File: src/rtl/ffw_pkg.sv
package ffw_pkg;

	localparam int TABLE_SIZE_DEF = 1024;

	localparam logic [15:0] ETHERTYPE_IPV4 = 16'h0800;
	localparam logic [7:0]  PROTO_TCP      = 8'd6;
	localparam logic [7:0]  PROTO_UDP      = 8'd17;
	localparam logic [15:0] LEN_L4_MIN     = 16'd42;

	localparam logic       REG_OUTSIDE_PORT   = 1'b0;
	localparam logic       REG_PROTECTED_PORT = 1'b1;
	localparam logic [7:0] OUTSIDE_PORT_RST   = 8'd0;
	localparam logic [7:0] PROTECTED_PORT_RST = 8'd1;

	localparam int KEY_W = 104;

	typedef struct packed {
		logic [7:0]  ingress_port;
		logic [15:0] frame_length;
		logic [15:0] ether_type;
		logic [7:0]  ip_protocol;
		logic [31:0] source_address;
		logic [31:0] dest_address;
		logic [15:0] source_l4_port;
		logic [15:0] dest_l4_port;
	} in_word_t;

	typedef struct packed {
		logic       verdict;
		logic [7:0] redirect_port;
		logic       flow_learned;
		logic       table_full_drop;
	} out_word_t;

	typedef struct packed {
		logic [7:0]  proto;
		logic [31:0] addr_lo;
		logic [31:0] addr_hi;
		logic [15:0] l4_lo;
		logic [15:0] l4_hi;
	} flow_key_t;

	typedef struct packed {
		logic       valid;
		flow_key_t  key;
		logic [7:0] return_port;
	} entry_t;

	typedef struct packed {
		logic [7:0] outside_port;
		logic [7:0] protected_port;
	} cfg_t;

	typedef enum logic [1:0] {
		ST_CLEAR,
		ST_IDLE,
		ST_READ,
		ST_CHECK
	} state_t;

endpackage

File: src/rtl/ffw_cfg.sv
module ffw_cfg
	import ffw_pkg::*;
(
	input  logic        clk,
	input  logic        arst_n,
	input  logic        psel,
	input  logic        penable,
	input  logic        pwrite,
	input  logic [2:0]  paddr,
	input  logic [31:0] pwdata,
	output logic [31:0] prdata,
	output logic        pready,
	output cfg_t        cfg
);

	cfg_t cfg_q;
	logic wr;

	assign pready = 1'b1;
	assign wr     = psel && penable && pwrite;
	assign cfg    = cfg_q;

	always_ff @(posedge clk or negedge arst_n) begin
		if (!arst_n) begin
			cfg_q.outside_port   <= OUTSIDE_PORT_RST;
			cfg_q.protected_port <= PROTECTED_PORT_RST;
		end else if (wr) begin
			if (paddr[2] == REG_OUTSIDE_PORT) begin
				cfg_q.outside_port <= pwdata[7:0];
			end else begin
				cfg_q.protected_port <= pwdata[7:0];
			end
		end
	end

	always_comb begin
		if (paddr[2] == REG_OUTSIDE_PORT) begin
			prdata = {24'd0, cfg_q.outside_port};
		end else begin
			prdata = {24'd0, cfg_q.protected_port};
		end
	end

endmodule

File: config.mk
export PLATFORM = sky130hd
export DESIGN_NAME = ffw_cfg
export DESIGN_NICKNAME = d
export VERILOG_FILES = /design/src/rtl/ffw_pkg.sv /design/src/rtl/ffw_cfg.sv
export SDC_FILE = /design/constraint.sdc
export NUM_CORES = 1
export LEC_CHECK = 0
export ABC_CLOCK_PERIOD_IN_PS = 900
export BUFFER_PORTS_ARGS = -buffer_cell sky130_fd_sc_hd__buf_2
export CAP_MARGIN = 0
export CORE_ASPECT_RATIO = 1.4
export CORE_MARGIN = 5
export CORE_UTILIZATION = 36
export DETAILED_ROUTE_END_ITERATION = 10
export GPL_TIMING_DRIVEN = 1
export MAX_ROUTING_LAYER = met4
export PLACE_DENSITY = 0.8
export SETUP_SLACK_MARGIN = 0.1
export SLEW_MARGIN = 20
export SYNTH_ARGS = -nofsm -noshare
export SYNTH_HDL_FRONTEND = slang
export SYNTH_SLANG_ARGS = --single-unit
File: constraint.sdc
create_clock -name clk -period 0.9 [get_ports clk]
set_input_delay 0.09 -clock clk [delete_from_list [all_inputs] [get_ports clk]]
set_output_delay 0.09 -clock clk [all_outputs]
set_load 0.005 [all_outputs]
==> run summary <==
The run finished, with violations left. The final reports fail on negative setup slack. The final-layout worst hold slack is 0.0481 ns. The slack of the critical path came out at -0.272 ns.

The longest individual stage delay on the worst path came out at 0.41 ns. The kind of critical path is flip-flop to primary output. On the final layout, the worst clock skew is 0 ns. In this run the core area contains 21 standard-cell rows. The mean number of vias per cell is 4.10. Total power for the finished layout comes to 2710 uW. The internal reg-to-reg setup slack is -0.11 ns. The number of detailed-route iterations in the first pass came out at 2. Along the worst path, the maximum fanout reaches 2. The hold path depth came out at 2.

The area fraction of the dominant cell type after synthesis is 0.407. Entering global routing, the biggest net connects 17 pins. The unique cell type count in the Yosys netlist is 8.

From bottom edge to top edge, the die measures 69.9 um. The proportion of layout cells with a drive suffix above 1 came out at 0.675. The post-route standard cell area excluding fillers is 1390 um^2.

The via total after detailed routing came out at 656. After synthesis, the largest family of logic cells by area is multiplexers. The number of remaining DRC errors is 0. The most used flip-flop cell after synthesis is sky130_fd_sc_hd__dfrtp_1. Synthesis produced 70 cells.

The filler cell count is 214. Static timing analysis puts the maximum clock frequency at 853 MHz. The total detailed-routing wirelength came out at 2280 um. In this run the worst hold path is classified as input pin to flip-flop.

Dividing the final minimum period by the clock period gives 1.30. Measured in cells, the most critical reg-to-reg path has a length of 3. The worst register-to-register path ends at cfg[7]. The slowest stage of the critical path belongs to the cell sky130_fd_sc_hd__dfrtp_1. In this run the most critical hold path is launched from pwdata[4]. The average footprint of a synthesized cell came out at 13.2 um^2. Of all flip-flops after synthesis, the portion carrying an async set or reset was 1.00.

The final critical path time including I/O delays and setup is 1.17 ns. The flip-flop count of the largest register after layout is 16. The wire length of the first global-routing pass came out at 3250 um. For this run, the number of Yosys warnings is 0. Of the post-synthesis cell area, the part taken by muxes is 0.293. In the synthesized netlist, the cells that appear most often are 25 x sky130_fd_sc_hd__buf_4, 24 x sky130_fd_sc_hd__mux2_2, 15 x sky130_fd_sc_hd__dfrtp_1, 2 x sky130_fd_sc_hd__conb_1. The required time at the worst-slack endpoint came out at 0.81 ns. The area occupied by multi-input gates came out at 462 um^2.

In the post-synthesis netlist, the biggest area contributors are sky130_fd_sc_hd__dfrtp_1 41%, sky130_fd_sc_hd__mux2_2 29%, sky130_fd_sc_hd__buf_4 20%. The core region is 2420 um^2. At the end of routability-driven placement, the weighted congestion stood at 0.671. The initial utilization of the core area, before any placement, comes to 0.382.

The number of nets still failing antenna checks after routing is 0. The final-report setup violation count came out at 26. The count of routing violations after the opening detailed-route iteration is 8.

The number of antenna violations at the first check in global routing is 0. The clock net sink count is 16. Global routing finished with a remaining overflow of 0. The maximum ir drop on the vdd rail is 1.45 mV. The ratio of total power to cell area came out at 1950 nW/um^2.

The fraction of the mapped netlist area in compound gates is 0. TritonCTS built the clock tree. The final hold violation count came out at 0. Counting along the longest clock path gives a buffer depth of 2.

The critical path launch point type is a flip-flop. Clock-pin slew was measured on the worst setup and hold paths at 0.09 ns. The post-place instance area is 1050 um^2. The critical path goes through mux2_4, buf_6. The startpoint identified for the worst register-to-register timing path is cfg[7]. The number of antenna cells inserted came out at 0. The floorplan die area is 3690 um^2. Setup repair after global routing could not meet its margin everywhere. The mean routed wirelength per cell is 14.3 um. The global-route usage over all layers came out at 0.122. The max-capacitance violation count came out at 0. The destination of the worst hold path is cfg[4]. The share of synthesized cell area in and, or, nand and nor gates came out at 0.0488. The clock latency on the worst-skew pair is 0.28 ns.

STA classifies the critical path endpoint as a primary output. The sequential share of the synthesized area is 0.435. The synthesis-to-layout area growth is 50.3%. The I/O pin total came out at 89.

The width of the die came out at 52.8 um. The number of H-tree levels came out at 1. The post-synthesis xor/xnor area fraction came out at 0. The mapped cell area is 923 um^2. The register area came out at 402 um^2. Counting both buffers and inverters, the worst setup path holds a total of 1. Of the total synthesized cell area, the portion taken by full adders, half adders and majority gates is 0. For the worst setup path, the data arrival time is 1.08 ns. By instance count, the leading cell after synthesis is sky130_fd_sc_hd__buf_4. The number of buffers added by the clock tree synthesis step came out at 3.

The detailed-placement wirelength estimate came out at 1490 um. The count of buffers inserted at the top-level ports came out at 37. The post-route core utilization came out at 0.574.

The via count of the first global-routing pass is 677. sky130_fd_sc_hd__dfrtp_1 takes more of the synthesized area than any other cell. CTS placed an instance of sky130_fd_sc_hd__clkbuf_4 at the clock tree root. The number of slew-limit violations in the final report came to 0. Among cell families on the critical path, the largest total delay comes from flip-flops. The layout net count is 167. The number of flops mapped to enable cells by yosys is 0. Summed over all cells, the static leakage comes to 0.000758 uW. The synthesized design contains 16 register bits.
cell usage in the layout, fill, tap and decap left out, types with 3 or more instances in the layout:
cell type,n
sky130_fd_sc_hd__buf_2,24
sky130_fd_sc_hd__buf_4,6
sky130_fd_sc_hd__buf_6,24
sky130_fd_sc_hd__clkbuf_4,3
sky130_fd_sc_hd__conb_1,25
sky130_fd_sc_hd__dfrtp_1,15
sky130_fd_sc_hd__mux2_2,10
sky130_fd_sc_hd__mux2_4,14
worst reg2reg max path, delay by kind of cell (launching register included):
| kind | cells | cell delay [ns] |
|---|---|---|
| flip-flops | 1 | 0.40 |
| multiplexers | 1 | 0.26 |
| buffers and inverters | 2 | 0.25 |
routing by layer:
| layer | GRT usage | share of wire | vias up |
|---|---|---|---|
| li1 | - | - | 299 |
| met1 | 0.127 | 0.36 | 320 |
| met3 | 0.0255 | 0.077 | 0 |
| met4 | 0.0426 | 0 | 0 |
| met2 | 0.217 | 0.56 | 37 |
| met5 | - | 0 | - |
cell type report:
cell class | count | share of cell area
well taps | 34 | 0.0307
repair buffers | 55 | 0.321
multi-input cells | 51 | 0.333
flip-flops and latches | 16 | 0.289
clock buffers | 4 | 0.0261
power by group:
group / switching [uW] / leakage [uW] / internal, uW / total, uW
registers: 109 / 0.000191 / 885 / 994
logic: 392 / 0.000547 / 853 / 1250
clock network: 226 / 0.0000210 / 246 / 472
worst max-delay path by stage:
stage	startpoint	to	slack, ns	depth (start not counted)
finish	cfg[12]	prdata[4]	-0.27	2
global route	cfg[10]	prdata[2]	-0.32	2
CTS	cfg[8]	prdata[0]	-0.26	2
detailed placement	paddr[2]	cfg[11]	-0.07	3
global placement	paddr[2]	cfg[8]	-0.06	3
floorplan	paddr[2]	cfg[10]	0.05	3
cells by family after synthesis:
kind of cell           count (synthesis)
buffers and inverters                 26
flip-flops                            16
multiplexers                          24
other                                  2
AND/OR/NAND/NOR                        2
per-stage QoR:
step | cells | worst slack (ns) | setup TNS (ns)
finish | 160 | -0.272 | -3.97
global route | 160 | -0.318 | -5.34
CTS | 154 | -0.265 | -3.25
detailed placement | 140 | -0.0736 | -0.720
global placement | 140 | -0.0554 | -0.660
floorplan | 93 | 0.0544 | 0
repair_timing:
action,4_1_cts,5_1_grt
gates cloned,0,0
resized for setup,12,28
hold buffers,1,0
setup buffers,9,8
endpoints found under the setup margin,24,35
endpoints found under the hold margin,16,0
Power figures use the tool's default switching activity.
